### src/hdl/sfs_pkg.sv
// Shared types and constants for the sprite frame sequencer.
// No dependencies; imported by sfs_ctrl, sfs_dpath, sprite_frame_sequencer, sfs_frame_check and testbench.
package sfs_pkg;

	// default sizes
	localparam int FRAME_BITS_DEF = 8;
	localparam int TIME_BITS_DEF  = 24;

	// fixed port widths
	localparam int COUNT_REG_W = 9;
	localparam int TIME_IN_W   = 24;
	localparam int INDEX_OUT_W = 8;
	localparam int MODE_W      = 3;
	localparam int UV_FRAC     = 16;
	localparam int UV_W        = UV_FRAC + 1;
	localparam int DIV_CNT_W   = $clog2(UV_FRAC);

	// play modes
	localparam logic [MODE_W-1:0] MODE_STOP  = 3'd0;
	localparam logic [MODE_W-1:0] MODE_LOOP  = 3'd1;
	localparam logic [MODE_W-1:0] MODE_RLOOP = 3'd2;
	localparam logic [MODE_W-1:0] MODE_ONCE  = 3'd3;
	localparam logic [MODE_W-1:0] MODE_RONCE = 3'd4;

	// item opcodes
	localparam logic OP_TICK  = 1'b0;
	localparam logic OP_START = 1'b1;

	// register indexes
	localparam logic REG_FRAMES_ACROSS = 1'b0;
	localparam logic REG_FRAMES_DOWN   = 1'b1;

	typedef struct packed {
		logic capture;   // latch input word
		logic apply;     // start load or time accumulate
		logic advance;   // interval compare and frame step
		logic div_init;  // load divider lanes
		logic div_step;  // one quotient bit per lane
		logic out_load;  // move result into output register
	} cmd_t;

	typedef struct packed {
		logic div_last;
	} sts_t;

endpackage

### src/hdl/sfs_ctrl.sv
// Sequencer control FSM for the sprite frame sequencer.
// Depends on sfs_pkg; drives sfs_dpath through cmd_t, reads sts_t.
module sfs_ctrl (
	input  logic          clk,
	input  logic          arst_n,
	input  logic          in_valid,
	output logic          in_stall,
	output logic          out_valid,
	input  logic          out_stall,
	output sfs_pkg::cmd_t cmd,
	input  sfs_pkg::sts_t sts
);
	import sfs_pkg::*;

	localparam logic [2:0] S_IDLE  = 3'd0;
	localparam logic [2:0] S_APPLY = 3'd1;
	localparam logic [2:0] S_STEP  = 3'd2;
	localparam logic [2:0] S_DINIT = 3'd3;
	localparam logic [2:0] S_DIV   = 3'd4;
	localparam logic [2:0] S_OUT   = 3'd5;

	logic [2:0] state_q, state_d;
	logic       out_valid_q;
	logic       in_accept;
	logic       slot_free;

	assign in_stall  = (state_q != S_IDLE);
	assign in_accept = in_valid && !in_stall;
	assign slot_free = !out_valid_q || !out_stall;
	assign out_valid = out_valid_q;

	always_comb begin
		state_d = state_q;
		cmd     = '0;
		unique case (state_q)
			S_IDLE: begin
				if (in_accept) begin
					cmd.capture = 1'b1;
					state_d     = S_APPLY;
				end
			end
			S_APPLY: begin
				cmd.apply = 1'b1;
				state_d   = S_STEP;
			end
			S_STEP: begin
				cmd.advance = 1'b1;
				state_d     = S_DINIT;
			end
			S_DINIT: begin
				cmd.div_init = 1'b1;
				state_d      = S_DIV;
			end
			S_DIV: begin
				cmd.div_step = 1'b1;
				if (sts.div_last) state_d = S_OUT;
			end
			S_OUT: begin
				if (slot_free) begin
					cmd.out_load = 1'b1;
					state_d      = S_IDLE;
				end
			end
			default: state_d = S_IDLE;
		endcase
	end

	always_ff @(posedge clk or negedge arst_n) begin
		if (!arst_n) begin
			state_q     <= S_IDLE;
			out_valid_q <= 1'b0;
		end else begin
			state_q <= state_d;
			if (cmd.out_load) out_valid_q <= 1'b1;
			else if (!out_stall) out_valid_q <= 1'b0;
		end
	end

	a_load_slot: assert property (@(posedge clk) disable iff (!arst_n)
		cmd.out_load |-> (!out_valid_q || !out_stall))
		else $error("result loaded over a word not yet taken");

	a_accept_apply: assert property (@(posedge clk) disable iff (!arst_n)
		in_accept |=> (state_q == S_APPLY))
		else $error("accepted word not followed by apply");

	a_valid_rise: assert property (@(posedge clk) disable iff (!arst_n)
		$rose(out_valid_q) |-> $past(cmd.out_load))
		else $error("out_valid rose without a result load");

endmodule

### src/hdl/sfs_dpath.sv
// Datapath of the sprite frame sequencer: config, animation state, step logic,
// four-lane bit-serial UV divider and output register. Depends on sfs_pkg.
module sfs_dpath #(
	parameter int FRAME_BITS = sfs_pkg::FRAME_BITS_DEF,
	parameter int TIME_BITS  = sfs_pkg::TIME_BITS_DEF
) (
	input  logic                              clk,
	input  logic                              arst_n,
	input  logic                              cfg_valid,
	input  logic                              cfg_index,
	input  logic [sfs_pkg::COUNT_REG_W-1:0]   cfg_data,
	input  logic                              op,
	input  logic [sfs_pkg::TIME_IN_W-1:0]     delta_time,
	input  logic [sfs_pkg::MODE_W-1:0]        anim_mode,
	input  logic [sfs_pkg::TIME_IN_W-1:0]     step_interval,
	input  logic                              along_x,
	input  sfs_pkg::cmd_t                     cmd,
	output sfs_pkg::sts_t                     sts,
	output logic [sfs_pkg::INDEX_OUT_W-1:0]   column,
	output logic [sfs_pkg::INDEX_OUT_W-1:0]   row,
	output logic [sfs_pkg::MODE_W-1:0]        mode_now,
	output logic [sfs_pkg::UV_W-1:0]          u_left,
	output logic [sfs_pkg::UV_W-1:0]          u_right,
	output logic [sfs_pkg::UV_W-1:0]          v_top,
	output logic [sfs_pkg::UV_W-1:0]          v_bottom,
	output logic                              uv_valid
);
	import sfs_pkg::*;

	localparam int FB = FRAME_BITS;
	localparam int TW = TIME_BITS;
	localparam int CW = FB + 1;
	localparam int RW = (CW > COUNT_REG_W) ? CW : COUNT_REG_W;
	localparam logic [CW-1:0] CNT_MAX = CW'(1) << FB;
	localparam int NLANE = 4;

	// config
	logic [COUNT_REG_W-1:0] across_q, down_q;
	// captured word
	logic              op_q, along_q;
	logic [TW-1:0]     delta_q, interval_in_q;
	logic [MODE_W-1:0] mode_in_q;
	// animation state
	logic [TW:0]       elapsed_q;
	logic [TW-1:0]     interval_q;
	logic [FB-1:0]     col_q, row_q;
	logic [MODE_W-1:0] mode_q;
	logic              axis_q;
	logic              active_q;
	// divider lanes
	logic [CW-1:0]        rem_q  [NLANE];
	logic [UV_FRAC-1:0]   quo_q  [NLANE];
	logic                 full_q [NLANE];
	logic [DIV_CNT_W-1:0] bit_q;
	// output register
	logic [INDEX_OUT_W-1:0] column_q, row_q_o;
	logic [MODE_W-1:0]      mode_now_q;
	logic [UV_W-1:0]        uv_q [NLANE];
	logic                   uv_valid_q;

	logic [CW-1:0]     nx, ny;
	logic              grid;
	logic [MODE_W-1:0] mode_dec;
	logic [TW+1:0]     acc_sum;
	logic [TW+1:0]     diff;
	logic              hit;
	logic [FB-1:0]     idx_sel, idx_nxt;
	logic [CW-1:0]     cnt_sel, inc, dec, last;
	logic              stop_now;
	logic [CW-1:0]     lane_num [NLANE];
	logic [CW-1:0]     lane_cnt [NLANE];

	// effective counts: zero acts as one, clamp to 2^FRAME_BITS
	always_comb begin
		if (across_q == '0) nx = CW'(1);
		else if (RW'(across_q) > RW'(CNT_MAX)) nx = CNT_MAX;
		else nx = CW'(across_q);
		if (down_q == '0) ny = CW'(1);
		else if (RW'(down_q) > RW'(CNT_MAX)) ny = CNT_MAX;
		else ny = CW'(down_q);
	end
	assign grid = (nx != CW'(1)) || (ny != CW'(1));

	assign mode_dec = (mode_in_q > MODE_RONCE) ? MODE_STOP : mode_in_q;
	assign acc_sum  = {1'b0, elapsed_q} + (TW+2)'(delta_q);
	assign diff     = {1'b0, elapsed_q} - {2'b00, interval_q};
	assign hit      = !diff[TW+1] && (diff != '0);

	// one frame step on the chosen axis
	always_comb begin
		idx_sel  = axis_q ? col_q : row_q;
		cnt_sel  = axis_q ? nx : ny;
		inc      = CW'(idx_sel) + CW'(1);
		dec      = CW'(idx_sel) - CW'(1);
		last     = cnt_sel - CW'(1);
		idx_nxt  = idx_sel;
		stop_now = 1'b0;
		case (mode_q)
			MODE_LOOP: begin
				idx_nxt = (inc >= cnt_sel) ? '0 : FB'(inc);
			end
			MODE_ONCE: begin
				if (inc >= cnt_sel) begin
					idx_nxt  = FB'(last);
					stop_now = 1'b1;
				end else begin
					idx_nxt = FB'(inc);
				end
			end
			MODE_RLOOP: begin
				if (idx_sel == '0) idx_nxt = FB'(last);
				else idx_nxt = (dec > last) ? FB'(last) : FB'(dec);
			end
			MODE_RONCE: begin
				if (idx_sel == '0) begin
					idx_nxt  = '0;
					stop_now = 1'b1;
				end else begin
					idx_nxt = (dec > last) ? FB'(last) : FB'(dec);
				end
			end
			default: idx_nxt = idx_sel;
		endcase
	end

	assign lane_num[0] = CW'(col_q);
	assign lane_num[1] = CW'(col_q) + CW'(1);
	assign lane_num[2] = CW'(row_q);
	assign lane_num[3] = CW'(row_q) + CW'(1);
	assign lane_cnt[0] = nx;
	assign lane_cnt[1] = nx;
	assign lane_cnt[2] = ny;
	assign lane_cnt[3] = ny;

	assign sts.div_last = (bit_q == DIV_CNT_W'(UV_FRAC - 1));

	always_ff @(posedge clk or negedge arst_n) begin
		if (!arst_n) begin
			across_q   <= COUNT_REG_W'(1);
			down_q     <= COUNT_REG_W'(1);
			elapsed_q  <= '0;
			interval_q <= '0;
			col_q      <= '0;
			row_q      <= '0;
			mode_q     <= MODE_STOP;
			axis_q     <= 1'b0;
			active_q   <= 1'b0;
			bit_q      <= '0;
		end else begin
			if (cfg_valid) begin
				unique case (cfg_index)
					REG_FRAMES_ACROSS: across_q <= cfg_data;
					REG_FRAMES_DOWN:   down_q   <= cfg_data;
					default: ;
				endcase
			end
			if (cmd.apply) begin
				active_q <= (op_q == OP_TICK) && grid && (mode_q != MODE_STOP);
				if (op_q == OP_START) begin
					mode_q     <= mode_dec;
					interval_q <= interval_in_q;
					axis_q     <= along_q;
					elapsed_q  <= '0;
					if (mode_dec == MODE_ONCE) begin
						if (along_q) col_q <= '0;
						else row_q <= '0;
					end else if (mode_dec == MODE_RONCE) begin
						if (along_q) col_q <= FB'(nx - CW'(1));
						else row_q <= FB'(ny - CW'(1));
					end
				end else if (grid && (mode_q != MODE_STOP)) begin
					// saturate at all ones
					elapsed_q <= acc_sum[TW+1] ? '1 : acc_sum[TW:0];
				end
			end
			if (cmd.advance && active_q && hit) begin
				elapsed_q <= diff[TW:0];
				if (axis_q) col_q <= idx_nxt;
				else row_q <= idx_nxt;
				if (stop_now) mode_q <= MODE_STOP;
			end
			if (cmd.div_init) bit_q <= '0;
			else if (cmd.div_step) bit_q <= bit_q + DIV_CNT_W'(1);
		end
	end

	// captured word, divider lanes and output register carry no reset
	always_ff @(posedge clk) begin
		if (cmd.capture) begin
			op_q          <= op;
			delta_q       <= TW'(delta_time);
			mode_in_q     <= anim_mode;
			interval_in_q <= TW'(step_interval);
			along_q       <= along_x;
		end
		for (int i = 0; i < NLANE; i++) begin
			if (cmd.div_init) begin
				// num >= count: quotient is 65536 or saturates there
				full_q[i] <= (lane_num[i] >= lane_cnt[i]);
				rem_q[i]  <= lane_num[i];
				quo_q[i]  <= '0;
			end else if (cmd.div_step) begin
				if ({rem_q[i], 1'b0} >= {1'b0, lane_cnt[i]}) begin
					rem_q[i] <= CW'({rem_q[i], 1'b0} - {1'b0, lane_cnt[i]});
					quo_q[i] <= {quo_q[i][UV_FRAC-2:0], 1'b1};
				end else begin
					rem_q[i] <= CW'({rem_q[i], 1'b0});
					quo_q[i] <= {quo_q[i][UV_FRAC-2:0], 1'b0};
				end
			end
		end
		if (cmd.out_load) begin
			column_q   <= INDEX_OUT_W'(col_q);
			row_q_o    <= INDEX_OUT_W'(row_q);
			mode_now_q <= mode_q;
			uv_valid_q <= grid;
			for (int i = 0; i < NLANE; i++) begin
				if (!grid) uv_q[i] <= '0;
				else if (full_q[i]) uv_q[i] <= UV_W'(1) << UV_FRAC;
				else uv_q[i] <= {1'b0, quo_q[i]};
			end
		end
	end

	assign column   = column_q;
	assign row      = row_q_o;
	assign mode_now = mode_now_q;
	assign u_left   = uv_q[0];
	assign u_right  = uv_q[1];
	assign v_top    = uv_q[2];
	assign v_bottom = uv_q[3];
	assign uv_valid = uv_valid_q;

	a_rem_below: assert property (@(posedge clk) disable iff (!arst_n)
		(cmd.div_step && !full_q[0]) |-> (rem_q[0] < lane_cnt[0]))
		else $error("divider remainder not below count");

	a_stop_idle: assert property (@(posedge clk) disable iff (!arst_n)
		(cmd.advance && mode_q == MODE_STOP) |=> $stable(col_q) && $stable(row_q))
		else $error("frame stepped while stopped");

endmodule

### src/hdl/sprite_frame_sequencer.sv
// Top level of the sprite frame sequencer: wires the control FSM to the datapath.
// Depends on sfs_pkg, sfs_ctrl and sfs_dpath.
//
// Use: an input word is a tick (op=0, delta_time) or a start (op=1, anim_mode,
// step_interval, along_x). Each accepted word yields exactly one result word with
// the column and row index, the current mode and the UV rectangle of that frame.
// Input: accepted on in_valid && !in_stall. in_stall is high from acceptance
// until the result has been moved into the output register.
// Output: out_valid holds the result until taken (out_valid && !out_stall).
// Config: cfg_valid/cfg_ready write port, index 0 frames_across, 1 frames_down;
// cfg_ready is always high, write only while no item is in flight.
// Sequence from acceptance to out_valid: apply, step, divider load, then the
// four-lane restoring divider (one UV fraction bit per lane per cycle), then
// the output load. A new word is accepted only once the last result has been
// moved into the output register.
// Receiver stall: the finished result waits in the output register; the next
// word is still accepted and is worked off, then waits in the final state until
// the output register frees up.
// Reset: counts return to 1, mode to stop, indices and time to zero, no result.
module sprite_frame_sequencer #(
	parameter int FRAME_BITS = sfs_pkg::FRAME_BITS_DEF,
	parameter int TIME_BITS  = sfs_pkg::TIME_BITS_DEF
) (
	input  logic                            clk,
	input  logic                            arst_n,
	// config write port
	input  logic                            cfg_valid,
	output logic                            cfg_ready,
	input  logic                            cfg_index,
	input  logic [sfs_pkg::COUNT_REG_W-1:0] cfg_data,
	// input word
	input  logic                            in_valid,
	output logic                            in_stall,
	input  logic                            op,
	input  logic [sfs_pkg::TIME_IN_W-1:0]   delta_time,
	input  logic [sfs_pkg::MODE_W-1:0]      anim_mode,
	input  logic [sfs_pkg::TIME_IN_W-1:0]   step_interval,
	input  logic                            along_x,
	// result word
	output logic                            out_valid,
	input  logic                            out_stall,
	output logic [sfs_pkg::INDEX_OUT_W-1:0] column,
	output logic [sfs_pkg::INDEX_OUT_W-1:0] row,
	output logic [sfs_pkg::MODE_W-1:0]      mode_now,
	output logic [sfs_pkg::UV_W-1:0]        u_left,
	output logic [sfs_pkg::UV_W-1:0]        u_right,
	output logic [sfs_pkg::UV_W-1:0]        v_top,
	output logic [sfs_pkg::UV_W-1:0]        v_bottom,
	output logic                            uv_valid
);
	import sfs_pkg::*;

	cmd_t cmd;
	sts_t sts;

	// registers are plain flops, a write always lands
	assign cfg_ready = 1'b1;

	sfs_ctrl u_ctrl (
		.clk       (clk),
		.arst_n    (arst_n),
		.in_valid  (in_valid),
		.in_stall  (in_stall),
		.out_valid (out_valid),
		.out_stall (out_stall),
		.cmd       (cmd),
		.sts       (sts)
	);

	sfs_dpath #(
		.FRAME_BITS (FRAME_BITS),
		.TIME_BITS  (TIME_BITS)
	) u_dpath (
		.clk           (clk),
		.arst_n        (arst_n),
		.cfg_valid     (cfg_valid && cfg_ready),
		.cfg_index     (cfg_index),
		.cfg_data      (cfg_data),
		.op            (op),
		.delta_time    (delta_time),
		.anim_mode     (anim_mode),
		.step_interval (step_interval),
		.along_x       (along_x),
		.cmd           (cmd),
		.sts           (sts),
		.column        (column),
		.row           (row),
		.mode_now      (mode_now),
		.u_left        (u_left),
		.u_right       (u_right),
		.v_top         (v_top),
		.v_bottom      (v_bottom),
		.uv_valid      (uv_valid)
	);

endmodule

### config.mk
export PLATFORM = sky130hd
export DESIGN_NAME = sprite_frame_sequencer
export DESIGN_NICKNAME = d
export VERILOG_FILES = /design/src/hdl/sfs_pkg.sv /design/src/hdl/sfs_ctrl.sv /design/src/hdl/sfs_dpath.sv /design/src/hdl/sprite_frame_sequencer.sv
export SDC_FILE = /design/constraint.sdc
export NUM_CORES = 1
export LEC_CHECK = 0
export ABC_CLOCK_PERIOD_IN_PS = 6300
export BUFFER_PORTS_ARGS = -buffer_cell sky130_fd_sc_hd__buf_2
export CAP_MARGIN = 20
export CORE_MARGIN = 2
export CORE_UTILIZATION = 61
export CTS_CLUSTER_SIZE = 16
export DETAILED_ROUTE_END_ITERATION = 10
export PLACE_DENSITY_LB_ADDON = 0.25
export RECOVER_POWER = 25
export REMOVE_ABC_BUFFERS = 1
export SLEW_MARGIN = 20
export SYNTH_ARGS = -nofsm -noshare
export SYNTH_HDL_FRONTEND = slang
export SYNTH_SLANG_ARGS = --single-unit
### constraint.sdc
create_clock -name clk -period 6.3 [get_ports clk]
set_clock_uncertainty 0.2 [all_clocks]
set_input_delay 1.26 -clock clk [delete_from_list [all_inputs] [get_ports clk]]
set_output_delay 1.26 -clock clk [all_outputs]
set_load 0.01 [all_outputs]
==> results of run 1 <==
[synthesized netlist by cell type, drive strengths merged (13+ instances only)]
cell / n / area (sq um)
a211oi: 21 / 158
clkbuf: 58 / 218
mux2i: 31 / 310
nor2: 130 / 498
xor2: 36 / 315
o21ai: 124 / 621
a21oi: 128 / 648
a31oi: 18 / 113
o21a: 17 / 128
nor2b: 26 / 163
and2: 138 / 863
nand2b: 33 / 206
a21o: 55 / 413
edfxtp: 245 / 7360
or2: 13 / 81.3
nand3: 44 / 220
inv: 87 / 327
mux2: 30 / 338
nand4: 16 / 100
nor3: 30 / 150
ha: 144 / 1800
nand2: 173 / 657
xnor2: 59 / 517
dfrtp: 94 / 2350
[worst register-to-register path, delay by kind of cell (launching register included)]
family                   cells  cell delay (ns)
AO/OA/AOI/OAI                9             1.90
AND/OR/NAND/NOR              5             1.19
buffers and inverters        3             0.65
adder cells (fa/ha/maj)      2             0.62
flip-flops                   1             0.41
multiplexers                 1             0.12
[how the worst max path moves through the flow]
stage | end | slack (ns) | cells after the start
final | u_dpath.row_q[1]$_DFF_PN0_ | 1.06 | 20
after detailed placement | u_dpath.row_q[1]$_DFF_PN0_ | 1.20 | 20
after global routing | u_dpath.row_q[1]$_DFF_PN0_ | 0.84 | 20
after floorplan | u_dpath.quo_q[0][0]$_SDFFCE_PP0P_ | 0.04 | 4
after CTS | u_dpath.row_q[1]$_DFF_PN0_ | 1.16 | 20
after global placement | u_dpath.row_q[1]$_DFF_PN0_ | 1.27 | 20
[metal layers]
metal | GRT usage | routed length [um] | vias up | part of all wire
met5 | 0 | 0 | - | 0
met4 | 0.0987 | 1480 | 0 | 0.031
met3 | 0.0497 | 3450 | 90 | 0.072
met2 | 0.440 | 21600 | 529 | 0.45
met1 | 0.397 | 21400 | 7366 | 0.45
li1 | - | - | 7226 | -
[report_power, final]
part,internal (W),leakage [nW],switching [W]
logic,0.00227,5.37,0.00344
clock network,0.00116,0.548,0.000887
registers,0.00316,3.51,0.000427
[metrics by stage]
| step | utilization | hold slack [ns] | worst slack, ns | std cells | power, W |
|---|---|---|---|---|---|
| after floorplan | - | 0.215 | 0.0388 | 1849 | 0.00770 |
| after CTS | 0.691 | 0.253 | 1.16 | 2535 | 0.0113 |
| after global placement | 0.656 | 0.233 | 1.27 | 2467 | 0.00905 |
| after global routing | 0.690 | 0.277 | 0.836 | 2535 | 0.0121 |
| final | 0.690 | 0.243 | 1.06 | 2535 | 0.0113 |
| after detailed placement | 0.656 | 0.238 | 1.20 | 2467 | 0.00922 |
[sequential cells by signal, indices dropped and copies added, names as in the netlist, 3 cells and up]
name                   flops
u_dpath.mode_now           3
u_dpath.elapsed_q         25
u_dpath.mode_in_q          3
u_dpath.delta_q           24
u_dpath.quo_q             64
u_dpath.rem_q             36
u_dpath.row_q              8
u_dpath.uv_q              68
u_dpath.row                8
u_dpath.across_q           9
u_dpath.full_q             4
u_dpath.bit_q              4
u_dpath.col_q              8
u_ctrl.state_q             3
u_dpath.column             8
u_dpath.interval_in_q     24
u_dpath.interval_q        24
u_dpath.mode_q             3
u_dpath.down_q             9
[kinds of logic after synthesis]
family	Yosys count	share of synthesized area
other	1	0.000188
AND/OR/NAND/NOR	653	0.165
multiplexers	61	0.0324
flip-flops	341	0.488
XOR/XNOR	95	0.0416
AO/OA/AOI/OAI	460	0.146
adder cells (fa/ha/maj)	150	0.0962
buffers and inverters	156	0.0307
[final cells by class]
type / count / area share
Sequential cell: 341 / 0.437
Multi-Input combinational cell: 1420 / 0.432
Clock buffer: 48 / 0.0442
Timing Repair Buffer: 176 / 0.0407
Tap cell: 442 / 0.0248
Inverter: 88 / 0.0149
Clock inverter: 20 / 0.00667
==> key figures, run 1 <==
Layout
  • Filler cells: 2472
  • Seq. cell area: 0.00976 sq mm
  • ANT cells: 0
  • Leading cell type in the layout, fill and taps excluded: edfxtp_1
  • Share of layout cells above drive strength 1: 0.133
  • Syn-to-layout area delta: 11.8%
  • Area of the multi-input gates: 0.00965 sq mm
  • Post-layout net count: 2282
  • Commonest cells after routing, fill and taps aside: edfxtp_1 (245), nand2_1 (172), buf_2 (153), ha_1 (144), and2_1 (137)
  • Design area: 0.0223 sq mm

Place
  • # port buffers: 157
  • GPL Wtd Cong: 0.933
  • Placed inst area: 0.0212 sq mm
  • Detailed placement HPWL: 34.6 mm

Worst setup path
  • CP max FO: 9
  • RR Endpoint: u_dpath.row_q[1]$_DFF_PN0_
  • Slowest stage cell, crit path: or4_1
  • Cells on worst reg2reg path: 20
  • CP peak stage delay: 0.55 ns
  • Worst path required time: 6.48 ns
  • Buf/Inv on CP: 3
  • Worst Setup End Kind: register
  • Crit path from: u_dpath.across_q[3]$_DFFE_PN0P_
  • Reg2Reg Setup Slack: 1.06 ns
  • Crit Path Class: register to register
  • Crit path max-delay family: compound AO/OA/AOI/OAI gates
  • R2R Path Start: u_dpath.across_q[3]$_DFFE_PN0P_
  • Worst EP arrival: 5.42 ns
  • Crit start category: register
  • Crit path cell chain: or4_1, o41ai_1, nand2_1, inv_1, nand2_1, o21ai_1, inv_1, ha_1, ha_1, nor2b_1, o21a_1, o21a_1, o21ai_0, a21oi_1, o21ai_1, buf_4, a31o_2, nor2_1, o32ai_1, mux2i_1

Clocking
  • Clock Path Buffers: 3
  • CTS clk-pin slew, worst paths: 0.06 ns
  • Htree depth: 2
  • Post-cts resize count: 0
  • Clock latency on the worst-skew pair: 0.53 ns
  • Cts hold-fix bufs: 0
  • TritonCTS clock tree: built
  • Clk sink count: 341
  • TritonCTS buffer count: 37
  • Post-CTS Setup Bufs: 0
  • Clock root buffer: clkbuf_16

STA
  • Max-slew headroom: -0.709
  • Tcrit/Tclk final: 0.831
  • Slew at the pin closest to its max-slew limit: 2.56 ns
  • Final setup TNS: 0 ns
  • Tmin final: 5.24 ns
  • FMAX: 191 MHz
  • Final Hold Vio Count: 0
  • RSZ-0062 raised after global routing: no
  • Final number of setup-violating endpoints: 0
  • Final Max Tran Viols: 45

Route
  • Routed length per instance: 18.9 um
  • Drt total wl: 48.0 mm
  • DRC: 0
  • Post-DRT Antenna Nets: 0
  • Vias per cell: 6.00
  • Drt first pass iters: 5
  • Via count: 15.2k
  • 1st-iter DRT viols: 1168

Worst hold path
  • Hold path depth: 2
  • Hold path endpoint: u_dpath.interval_q[19]$_DFFE_PN0P_
  • HP Start: u_dpath.interval_in_q[19]$_DFFE_PP_
  • Worst Hold Class: register to register

Floorplanning
  • Die H: 185 um
  • Die Wd: 185 um
  • CORE AREA: 0.0324 sq mm
  • IO Pins: 159
  • Starting Density: 0.617
  • Num rows: 66
  • Die ar.: 0.0342 sq mm

Logic synthesis
  • Top FF cell, synth: edfxtp_1
  • Synth warn: 0
  • Mapped Avg Cell Area: 10.4 sq um
  • Seq cells post-synth: 341
  • Post-synth EDFFs: 245
  • Asr flop ratio synth: 0.282
  • Post-synthesis sequential area ratio: 0.488
  • Cell variety after synth: 81
  • Mapped cell area: 0.0200 sq mm
  • Syn Inst Count: 1917

GRT
  • Vias in the first global route: 14.6k
  • Tot GR Track Use: 0.281
  • First-pass GRT wire length: 75.7 mm
  • Initial antenna violation count: 0
  • Grt total ovfl: 0
  • Largest net degree at the start of global routing: 102

Status
  • Outcome: finished with violations
  • Failing checks: max-capacitance violations, max-slew violations

Power and ir drop
  • Power Dens Cells: 508 mW/mm^2
  • Leak: 9.43 nW
  • Peak supply drop: 402 uV

Job
  • Max_cap viols: 1
(Power assumes the default switching activity.)
==> inputs of run 2 (changes only) <==
--- a/config.mk
+++ b/config.mk
@@ -5,11 +5,12 @@
 export SDC_FILE = /design/constraint.sdc
 export NUM_CORES = 1
 export LEC_CHECK = 0
-export ABC_CLOCK_PERIOD_IN_PS = 6300
+export ABC_AREA = 1
+export ABC_CLOCK_PERIOD_IN_PS = 5050
 export BUFFER_PORTS_ARGS = -buffer_cell sky130_fd_sc_hd__buf_2
 export CAP_MARGIN = 20
 export CORE_MARGIN = 2
-export CORE_UTILIZATION = 61
+export CORE_UTILIZATION = 62
 export CTS_CLUSTER_SIZE = 16
 export DETAILED_ROUTE_END_ITERATION = 10
 export PLACE_DENSITY_LB_ADDON = 0.25
==> constraint.sdc (replaced) <==
create_clock -name clk -period 5.05 [get_ports clk]
set_clock_uncertainty 0.2 [all_clocks]
set_input_delay 1.01 -clock clk [delete_from_list [all_inputs] [get_ports clk]]
set_output_delay 1.01 -clock clk [all_outputs]
set_load 0.01 [all_outputs]
==> run 2 against run 1 <==
  * Clock-buffer cell count decreased by 3
  * Hold slack improved by 0.0089 ns
  * Via count grew 20%
  * First-iteration DRC count grew 26%
  * Synthesized cell count increased by 36%
  * Critical path depth rose by 5
  * Highest routed layer unchanged
  * The run still ends with max-capacitance violations, max-slew violations left
==> key figures, run 2 <==
STA
  • Final Hold Vio Count: 0 (unchanged)
  • Slew at the pin closest to its max-slew limit: 1.82 ns (was 2.56 ns)
  • Tcrit/Tclk final: 0.885 (was 0.831)
  • Tmin final: 4.47 ns (was 5.24 ns)
  • Final WS setup: 0.579 ns (was 1.06 ns)
  • RSZ-0062 raised after global routing: no (unchanged)
  • Final number of setup-violating endpoints: 0 (unchanged)
  • Final setup TNS: 0 ns (unchanged)
  • Final Max Tran Viols: 59 (was 45)
  • Max-slew headroom: -0.216 (was -0.709)
  • FMAX: 224 MHz (was 191 MHz)

Logic synthesis
  • Mapped cell area: 0.0212 sq mm (was 0.0200 sq mm)
  • Synth warn: 0 (unchanged)
  • Share of the synthesized area in the top cell type: 0.347 (was 0.368)
  • Syn Inst Count: 2612 (was 1917)
  • Post-synth EDFFs: 245 (unchanged)
  • Seq cells post-synth: 341 (unchanged)
  • Asr flop ratio synth: 0.282 (unchanged)
  • Commonest cells in the netlist: nand2_1 (670), inv_1 (392), nor2_1 (293) (was edfxtp_1 (245), nand2_1 (172), ha_1 (144))
  • Cell variety after synth: 55 (was 81)
  • Post-synthesis sequential area ratio: 0.460 (was 0.488)
  • Synth area leaders: edfxtp_1 (35%), nand2_1 (12%), dfrtp_1 (11%) (was edfxtp_1 (37%), dfrtp_1 (12%), ha_1 (9.0%))
  • Mapped Avg Cell Area: 8.12 sq um (was 10.4 sq um)
  • Area leader, netlist: edfxtp_1 (unchanged)
  • Top-count cell post-synth: nand2_1 (was edfxtp_1)
  • Top FF cell, synth: edfxtp_1 (unchanged)

Clocking
  • Clk sink count: 341 (unchanged)
  • Htree depth: 2 (unchanged)
  • TritonCTS buffer count: 37 (unchanged)
  • Cts hold-fix bufs: 0 (unchanged)
  • Clock root buffer: clkbuf_16 (unchanged)
  • TritonCTS clock tree: built (unchanged)
  • Clock latency on the worst-skew pair: 0.55 ns (was 0.53 ns)
  • Post-CTS Setup Bufs: 0 (unchanged)
  • Post-cts resize count: 0 (unchanged)
  • Clock Path Buffers: 3 (unchanged)
  • CTS clk-pin slew, worst paths: 0.06 ns (about the same)

GRT
  • First-pass GRT wire length: 90.2 mm (was 75.7 mm)
  • Grt total ovfl: 0 (unchanged)
  • GR peak layer: met2 (unchanged)
  • Initial antenna violation count: 0 (unchanged)
  • Met3 GRT Util: 0.0556 (was 0.0497)
  • Largest net degree at the start of global routing: 62 (was 102)
  • Tot GR Track Use: 0.319 (was 0.281)
  • GR Util met2: 0.498 (was 0.440)
  • Met1 Usage GRT: 0.460 (was 0.397)
  • Vias in the first global route: 17.4k (was 14.6k)

Route
  • Routed length per instance: 17.2 um (was 18.9 um)
  • Via count: 18.3k (was 15.2k)
  • 1st-iter DRT viols: 1473 (was 1168)
  • Drt total wl: 56.0 mm (was 48.0 mm)
  • Drt first pass iters: 5 (unchanged)
  • Vias per cell: 5.61 (was 6.00)
  • Post-DRT Antenna Nets: 0 (unchanged)
  • DRC: 0 (unchanged)

Worst setup path
  • CP max FO: 11 (was 9)
  • Worst Setup End Kind: register (unchanged)
  • Crit start category: register (unchanged)
  • Worst path required time: 5.27 ns (was 6.48 ns)
  • CP peak stage delay: 0.51 ns (was 0.55 ns)
  • Crit Path Class: register to register (unchanged)
  • Most numerous cell on the critical path: nand2_1
  • Worst EP arrival: 4.69 ns (was 5.42 ns)
  • Slowest stage cell, crit path: dfrtp_1 (was or4_1)

Status
  • Outcome: finished with violations (unchanged)
  • Failing checks: max-capacitance violations, max-slew violations (unchanged)

Floorplanning
  • Die H: 189 um (was 185 um)
  • Starting Density: 0.631 (was 0.617)
  • CORE AREA: 0.0336 sq mm (was 0.0324 sq mm)
  • Die Wd: 189 um (was 185 um)
  • Die ar.: 0.0357 sq mm (was 0.0342 sq mm)
  • Num rows: 67 (was 66)
  • IO Pins: 159 (unchanged)

Layout
  • Seq. cell area: 0.00976 sq mm (unchanged)
  • Largest registers: u_dpath.uv_q x68, u_dpath.quo_q x64, u_dpath.rem_q x36 (unchanged)
  • Filler cells: 2696 (was 2472)
  • Design area: 0.0237 sq mm (was 0.0223 sq mm)
  • Area of the multi-input gates: 0.00968 sq mm (was 0.00965 sq mm)
  • Largest register FFs: 68 (unchanged)
  • Syn-to-layout area delta: 11.7% (was 11.8%)
  • Largest register by flop count: u_dpath.uv_q (unchanged)
  • Leading cell type in the layout, fill and taps excluded: nand2_1 (was edfxtp_1)
  • Post-layout net count: 2995 (was 2282)
  • Commonest cells after routing, fill and taps aside: nand2_1 (668), inv_1 (392), nor2_1 (290), edfxtp_1 (245), buf_2 (156) (was edfxtp_1 (245), nand2_1 (172), buf_2 (153), ha_1 (144), and2_1 (137))
  • Share of layout cells above drive strength 1: 0.0966 (was 0.133)
  • Util after Layout: 0.705 (was 0.690)

Job
  • Max_cap viols: 2 (was 1)

Place
  • GPL Wtd Cong: 0.989 (was 0.933)
  • Pre-CTS setup slack: 0.666 ns (was 1.20 ns)
  • # port buffers: 157 (unchanged)
  • Detailed placement HPWL: 42.0 mm (was 34.6 mm)
  • Placed inst area: 0.0225 sq mm (was 0.0212 sq mm)

Power and ir drop
  • Switching pwr: 0.00699 W (was 0.00475 W)
  • Peak supply drop: 414 uV (was 402 uV)
  • Pint: 0.00815 W (was 0.00659 W)
  • Seq pwr share: 0.297 (was 0.316)
  • Switching share of power: 0.462 (was 0.419)
  • Power Dens Cells: 639 mW/mm^2 (was 508 mW/mm^2)
  • Combinational share of power: 0.526 (was 0.504)
  • Leak: 11.4 nW (was 9.43 nW)
  • Clock share of power: 0.177 (was 0.180)
  • Total power: 0.0151 W (was 0.0113 W)

Worst hold path
  • Worst Hold Class: register to register (unchanged)
run 2: cell count changes after synthesis, moves of 27 or more:
cell and delta:
nor2_1 +165, xnor2_1 -41, nand3_1 +94, a21o_1 -52, nand2_1 +498, mux2i_1 -29, and2_1 -135, nand4_1 +38
nand2b_1 -33, inv_1 +305, o21ai_0 +27
run 2: final timing paths:
path	start	to	slack, ns	cells after the start
min reg2reg	u_dpath.interval_in_q[15]$_DFFE_PP_	u_dpath.interval_q[15]$_DFFE_PN0P_	0.25	2
min	u_dpath.interval_in_q[15]$_DFFE_PP_	u_dpath.interval_q[15]$_DFFE_PN0P_	0.25	2
min in group asynchronous	arst_n	u_dpath.down_q[2]$_DFFE_PN0P_	0.75	1
max	u_dpath.down_q[8]$_DFFE_PN0P_	u_dpath.col_q[0]$_DFF_PN0_	0.58	25
max in group asynchronous	arst_n	u_dpath.bit_q[3]$_DFFE_PN0P_	1.42	2
max reg2reg	u_dpath.down_q[8]$_DFFE_PN0P_	u_dpath.col_q[0]$_DFF_PN0_	0.58	25
run 2: through the flow:
step	hold WS (ns)	instances
3_3_place_gp	0.237	3186
5_1_grt	0.275	3254
3_5_place_dp	0.245	3186
6_report	0.252	3255
2_1_floorplan	0.225	2555
4_1_cts	0.206	3254
run 2: routing by layer:
layer,routed length (um),vias to the layer above,part of all wire
li1,-,8937,-
met1,25200,8492,0.45
met2,25000,733,0.45
met3,4610,95,0.082
met4,1220,0,0.022
met5,0,-,0
run 2: kinds of logic (layout without fill, tap and decap cells):
group	count (synthesis)	count (layout)	share of synthesized area
compound gates	358	358	0.0945
xor+xnor	65	65	0.0268
fa+ha+maj	150	150	0.0906
buf+inv	463	657	0.0850
flops	341	341	0.460
mux	2	2	0.000944
other cells	1	2	0.000177
simple gates	1232	1232	0.242
run 2: critical path: cells and delay by family (launching register included):
family | cells | cell delay (ns)
AND/OR/NAND/NOR | 15 | 1.56
AO/OA/AOI/OAI | 5 | 0.95
buffers and inverters | 2 | 0.38
XOR/XNOR | 1 | 0.17
adder cells (fa/ha/maj) | 2 | 0.55
flip-flops | 1 | 0.51
run 2: layout make-up:
type | instances | area share
multi-input combinational | 1808 | 0.408
clock buffer | 45 | 0.0430
tap | 448 | 0.0236
sequential | 341 | 0.412
timing repair buffer | 183 | 0.0416
inverter | 406 | 0.0643
antenna | 1 | 0.000106
clock inverter | 23 | 0.00749
run 2: power groups by stage:
| stage | logic [W] | clock network, W | registers (W) |
|---|---|---|---|
| final | 0.00797 | 0.00267 | 0.00450 |
| after global routing | 0.00906 | 0.00281 | 0.00457 |
| after CTS | 0.00788 | 0.00270 | 0.00448 |
| after detailed placement | 0.00781 | 0 | 0.00452 |
| after global placement | 0.00762 | 0 | 0.00450 |
| after floorplan | 0.00574 | 0 | 0.00444 |
